File: src/hdl/ssa_divider.sv
// Restoring unsigned divider, one quotient bit per cycle.
// No dependencies; used by the aggregator core for the mean.
module ssa_divider #(
    parameter int DIVIDEND_W = 40,
    parameter int DIVISOR_W  = 9
) (
    input  logic                  clk,
    input  logic                  rst_n,
    input  logic                  start,
    input  logic [DIVIDEND_W-1:0] dividend,
    input  logic [DIVISOR_W-1:0]  divisor,
    output logic                  done,
    output logic [DIVIDEND_W-1:0] quotient
);

    localparam int CNT_W = $clog2(DIVIDEND_W + 1);

    logic [DIVISOR_W-1:0]  rem_reg, rem_next;
    logic [DIVIDEND_W-1:0] quo_reg, quo_next;
    logic [DIVISOR_W-1:0]  dvs_reg, dvs_next;
    logic [CNT_W-1:0]      cnt_reg, cnt_next;
    logic                  busy_reg, busy_next;
    logic                  done_reg, done_next;
    logic [DIVISOR_W:0]    trial;
    logic                  fits;

    // shift in next dividend bit, subtract if divisor fits
    assign trial = {rem_reg, quo_reg[DIVIDEND_W-1]};
    assign fits  = trial >= {1'b0, dvs_reg};

    always_comb
    begin
        rem_next  = rem_reg;
        quo_next  = quo_reg;
        dvs_next  = dvs_reg;
        cnt_next  = cnt_reg;
        busy_next = busy_reg;
        done_next = 1'b0;
        if (start)
        begin
            rem_next  = '0;
            quo_next  = dividend;
            dvs_next  = divisor;
            cnt_next  = '0;
            busy_next = 1'b1;
        end
        else if (busy_reg)
        begin
            rem_next = fits ? DIVISOR_W'(trial - {1'b0, dvs_reg}) : DIVISOR_W'(trial);
            quo_next = {quo_reg[DIVIDEND_W-2:0], fits};
            cnt_next = cnt_reg + 1'b1;
            if (cnt_reg == CNT_W'(DIVIDEND_W - 1))
            begin
                busy_next = 1'b0;
                done_next = 1'b1;
            end
        end
    end

    always_ff @(posedge clk or negedge rst_n)
    begin
        if (!rst_n)
        begin
            busy_reg <= 1'b0;
            done_reg <= 1'b0;
            cnt_reg  <= '0;
        end
        else
        begin
            busy_reg <= busy_next;
            done_reg <= done_next;
            cnt_reg  <= cnt_next;
        end
    end

    always_ff @(posedge clk)
    begin
        rem_reg <= rem_next;
        quo_reg <= quo_next;
        dvs_reg <= dvs_next;
    end

    assign done     = done_reg;
    assign quotient = quo_reg;

endmodule

File: config.mk
export PLATFORM = sky130hd
export DESIGN_NAME = ssa_divider
export DESIGN_NICKNAME = d
export VERILOG_FILES = /design/src/hdl/ssa_divider.sv
export SDC_FILE = /design/constraint.sdc
export NUM_CORES = 1
export LEC_CHECK = 0
export ABC_CLOCK_PERIOD_IN_PS = 3660
export BUFFER_PORTS_ARGS = -buffer_cell sky130_fd_sc_hd__buf_4
export CORE_ASPECT_RATIO = 0.5
export CORE_MARGIN = 1.5
export CORE_UTILIZATION = 50
export CTS_CLUSTER_DIAMETER = 120
export DETAILED_ROUTE_END_ITERATION = 16
export GPL_TIMING_DRIVEN = 0
export PLACE_DENSITY = 0.84
export SLEW_MARGIN = 20
export SYNTH_ARGS = -nofsm -noshare
export SYNTH_HDL_FRONTEND = slang
export SYNTH_SLANG_ARGS = --single-unit
File: constraint.sdc
create_clock -name clk -period 3.66 [get_ports clk]
set_input_delay 0.183 -clock clk [delete_from_list [all_inputs] [get_ports clk]]
set_output_delay 0.183 -clock clk [all_outputs]
set_load 0.05 [all_outputs]
== Word level (Yosys, flattened, before mapping) ==
Index checks and enable logic that the tools add are counted.
Storage, ports and cells
  bits in registers: 66
  bits of input ports: 52
  output and inout bits: 41
  logic and storage cells: 22
Cells by class
  $add $sub $neg: 2
  $lt $le $gt $ge: 1
  equal/unequal tests: 1
  multiplexer cells: 11
  reduce and logical (&&, ||, !) cells: 1
Operators with widths (number)
  2-to-1 mux 40 bit: 2
  2-to-1 mux 6 bit: 2
  greater-or-equal comparator 10 x 9 -> 1 bit: 1
  2-to-1 mux 9 bit: 1
  subtractor 9 bit: 1
  adder 6 x 1 -> 6 bit, second input constant: 1
  == test 6 bit, second input constant: 1
  2-to-1 mux 1 bit: 6
  nonzero test 2 bit: 1

== Longest topological paths before layout ==
  depth after elaboration: 4
  mapped depth: 10
  gate-level depth less buffers: 9

== Worst setup path after synthesis ==
Ideal clock, no wire load.
  kind: reg2reg
  start: reg quo_reg[39] (netlist: quotient[39])
  end: reg quo_reg[0] (netlist: quotient[0]), data pin
  library setup time: 0.260 ns
  arrival: 2.556 ns
  required time: 3.400 ns
  slack: 0.844 ns
  stages on the path, launching flop included: 11
  buffers on the path: 1
  clock period less this slack: 2.816 ns
  cells stage by stage: edfxtp_1 -> inv_1 -> ha_1 -> inv_1 -> fa_1 -> a211oi_4 -> o31ai_4 -> a211oi_4 -> buf_6 -> inv_2 -> mux2_2
Between the ends
  longest elaborated chain between the ends: 3
Ends and longest elaborated chain
  from (decl): RTL line 19  | logic [DIVIDEND_W-1:0] quo_reg, quo_next;
  from (signal assigned): RTL line 79  | quo_reg <= quo_next;
  greater-or-equal comparator 10 x 9 -> 1 bit: RTL line 29  | assign fits = trial >= {1'b0, dvs_reg};
  2-to-1 mux 40 bit: RTL line 47  | else if (busy_reg)
  2-to-1 mux 40 bit: RTL line 39  | if (start)
  named net quo_next[0]: RTL line 19
The timed path passes the listed nets, and every way through them passes these cells. The select of a mux whose other input is x is not followed.
A chain may end at the register's enable or synchronous reset.

== Worst setup path after layout ==
Ends and elaborated chain as after synthesis.

==> reports/metrics.csv <==
metric,value,unit
post-DP HPWL,5.13,mm
critical path cell sequence,inv_1 > ha_1 > inv_1 > fa_1 > a211oi_4 > o31ai_4 > a211oi_4 > buf_6 > inv_2 > mux2_2,
worst hold path startpoint,divisor[2],
Initial Util,0.522,
Comb power frac,0.333,
Gate Count Post-Synth,230,
"top cells by area, synth","edfxtp_1 46%, mux2_2 14%, dfrtp_1 6.3%",
Max-Cap Viols,0,
P_int,0.00192,W
status,"complete, no violations",
number of fill cells in the layout,409,
total iterations of the first detailed-routing run,4,
clock transition at the registers of the reported paths,0.05,ns
P&R area growth vs syn,35.5,%
crit-path max FO,10,
crit path DAT,2.91,ns
root buf cell,clkbuf_16,
Mean Syn Cell Area,13.8,um2
P_sw,0.000950,W
Final setup viols,0,
PostCTS Resize Cnt,0,
crit-path max cell delay,0.45,ns
Setup crit start kind,flip-flop,
"Distinct cells, synth",45,
largest net degree at the start of global routing,41,
CTS tree,built,
"Seq/Total Area, Yosys",0.582,
share of layout cells above drive strength 1,0.472,
number of port buffers,92,
RSZ-0062 raised after global routing,false,
"Data required, critical path",3.73,ns
vias per cell,5.42,
final worst setup slack,0.819,ns
antenna cell count,0,
wire length per cell,17.3,um
dpl ws,0.870,ns
I/O pins,93,
nets,397,
sink of the worst hold path,dvs_reg[2],
row count,20,
Mapped Area,3180,um2
Yosys top cell by area,edfxtp_1,
Final Hold Vio Count,0,
H-tree levels,3,
Ys Warns,0,
R2R cell count,10,
Die Span X,116,um
Sink Count,66,
CP endpoint kind,flip-flop,
total CTS buffers,9,
vias post-DR,2313,
GRT Overall Usage,0.228,
slowest CP cell,fa_1,
vias in the first global route,2396,
remaining global-route overflow,0,
DRC errors left,0,
die area,6890,um2
crit path time final,2.84,ns
worst rel slew slack,0.439,
ANT nets after route,0,
global placement routability congestion,0.817,
clk buf depth,2,
Synth Flop Type,edfxtp_1,
asr flop ratio synth,0.121,
core area,6110,um2
Detailed Route WL,7.39,mm
clock latency on the worst-skew pair,0.32,ns
initial drt markers,104,
Fin Setup TNS,0,ns
R2R setup slack,0.82,ns
max FFs per register,40,
capturing point of the worst reg2reg path,quotient[0],
Max Slew Vio Count,0,
synthesized flop and latch total,66,
Worst Max-Slew Pin Slew,0.840,ns
f_max,352,MHz
peak supply drop,0.281,mV
Tcrit/Tclk final,0.776,
Post-synth EDFFs,49,
HP Class,in -> reg,
initial antenna violation count,0,
Mapped Nets,293,
global-route wire length before repair,11.7,mm
sequential power share,0.349,
Leakage,1.88,nW
Sw Ratio,0.331,
"Worst Path Class, Setup",reg -> reg,
worst hold stages,1,
die height,59.4,um
share of the synthesized area in the top cell type,0.462,
clock share of power,0.318,
PD cells,665,nW/um2
post-route clock skew,0.00434,ns
Reg2Reg Launch Point,quotient[39],
-- layout by cell type, fill, tap and decap left out, types with 3 or more instances in the layout --
cell type	instances
buf_4	92
edfxtp_1	49
mux2_2	40
nor2_1	16
inv_1	11
ha_1	10
clkbuf_16	9
dfxtp_1	9
clkbuf_1	8
dfrtp_1	8
nand2_1	6
xor2_1	6
mux2i_1	5
xnor2_1	4
a211oi_1	4
nand4_1	3
nor3_1	3
nand4b_1	3
o21ai_0	3
-- cell families after synthesis --
group,Yosys count,share of synthesized area
muxes,45,0.157
AOI/OAI and AO/OA,28,0.0809
and+or+nand+nor,46,0.0766
xor gates and xnor gates,10,0.0275
DFF,66,0.582
buffers and inverters,24,0.0306
adders and majority gates,11,0.0456
-- synth_stat cells, types with 4 or more instances --
library cell,number
mux2i_1,5
xor2_1,6
nor2_1,16
ha_1,10
a211oi_1,4
dfxtp_1,9
inv_1,12
nand2_1,6
dfrtp_1,8
mux2_2,40
edfxtp_1,49
xnor2_1,4
clkbuf_1,8
-- per-layer routing --
metal	part of all wire	up-vias	global-route usage	wire (um)
li1	-	1076	-	-
met1	0.40	1167	0.261	2990
met2	0.54	52	0.418	3980
met3	0.038	18	0.0665	278
met4	0.019	0	0.0749	142
met5	0	-	0	0
-- critical path: cells and delay by family (launching register included) --
family          cells  cell delay (ns)
compound gates      3             0.84
fa+ha+maj           2             0.62
buf+inv             4             0.43
flops               1             0.43
mux                 1             0.27
-- metrics by stage --
stage | std cells | hold slack [ns] | utilization | total power (W) | instance area [um2]
2_1_floorplan | 230 | -0.113 | - | 0.00170 | 3180
3_3_place_gp | 410 | -0.000983 | 0.653 | 0.00190 | 3990
3_5_place_dp | 410 | 0.00519 | 0.653 | 0.00195 | 3990
4_1_cts | 427 | 0.0276 | 0.707 | 0.00288 | 4310
5_1_grt | 427 | 0.0205 | 0.707 | 0.00299 | 4310
6_report | 427 | 0.0366 | 0.707 | 0.00287 | 4310
-- worst max-delay path by stage --
stage,slack (ns),endpoint,start
finish,0.82,quotient[0],quotient[39]
global route,0.70,quotient[0],quotient[39]
CTS,0.82,quotient[0],quotient[39]
detailed placement,0.87,quotient[0],quotient[39]
global placement,0.94,quotient[0],quotient[39]
floorplan,0.84,quotient[0],quotient[39]
-- final cells by class --
cell class                      count  area, um2  area share
Buffer                             11       48.8      0.0113
Clock buffer                        9        225      0.0522
Clock inverter                      7       93.8      0.0218
Inverter                           13       48.8      0.0113
Multi-Input combinational cell    140       1230       0.286
Sequential cell                    66       1850       0.429
Tap cell                           88        110      0.0255
Timing Repair Buffer               93        701       0.162
-- timing repair --
| item | CTS | global route |
|---|---|---|
| hold buffers | 1 | 0 |
| buffers inserted | 0 | 0 |
| hold endpoints to repair | 8 | 0 |
-- power groups by stage --
stage	Combinational, W	Clock [W]	Sequential (W)
final	0.000957	0.000912	0.00100
after global placement	0.000900	0	0.00100
after CTS	0.000955	0.000920	0.00100
after floorplan	0.000515	0	0.00119
after global routing	0.00102	0.000960	0.00101
after detailed placement	0.000943	0	0.00101
Note: power is estimated with default switching activity, not from simulation.
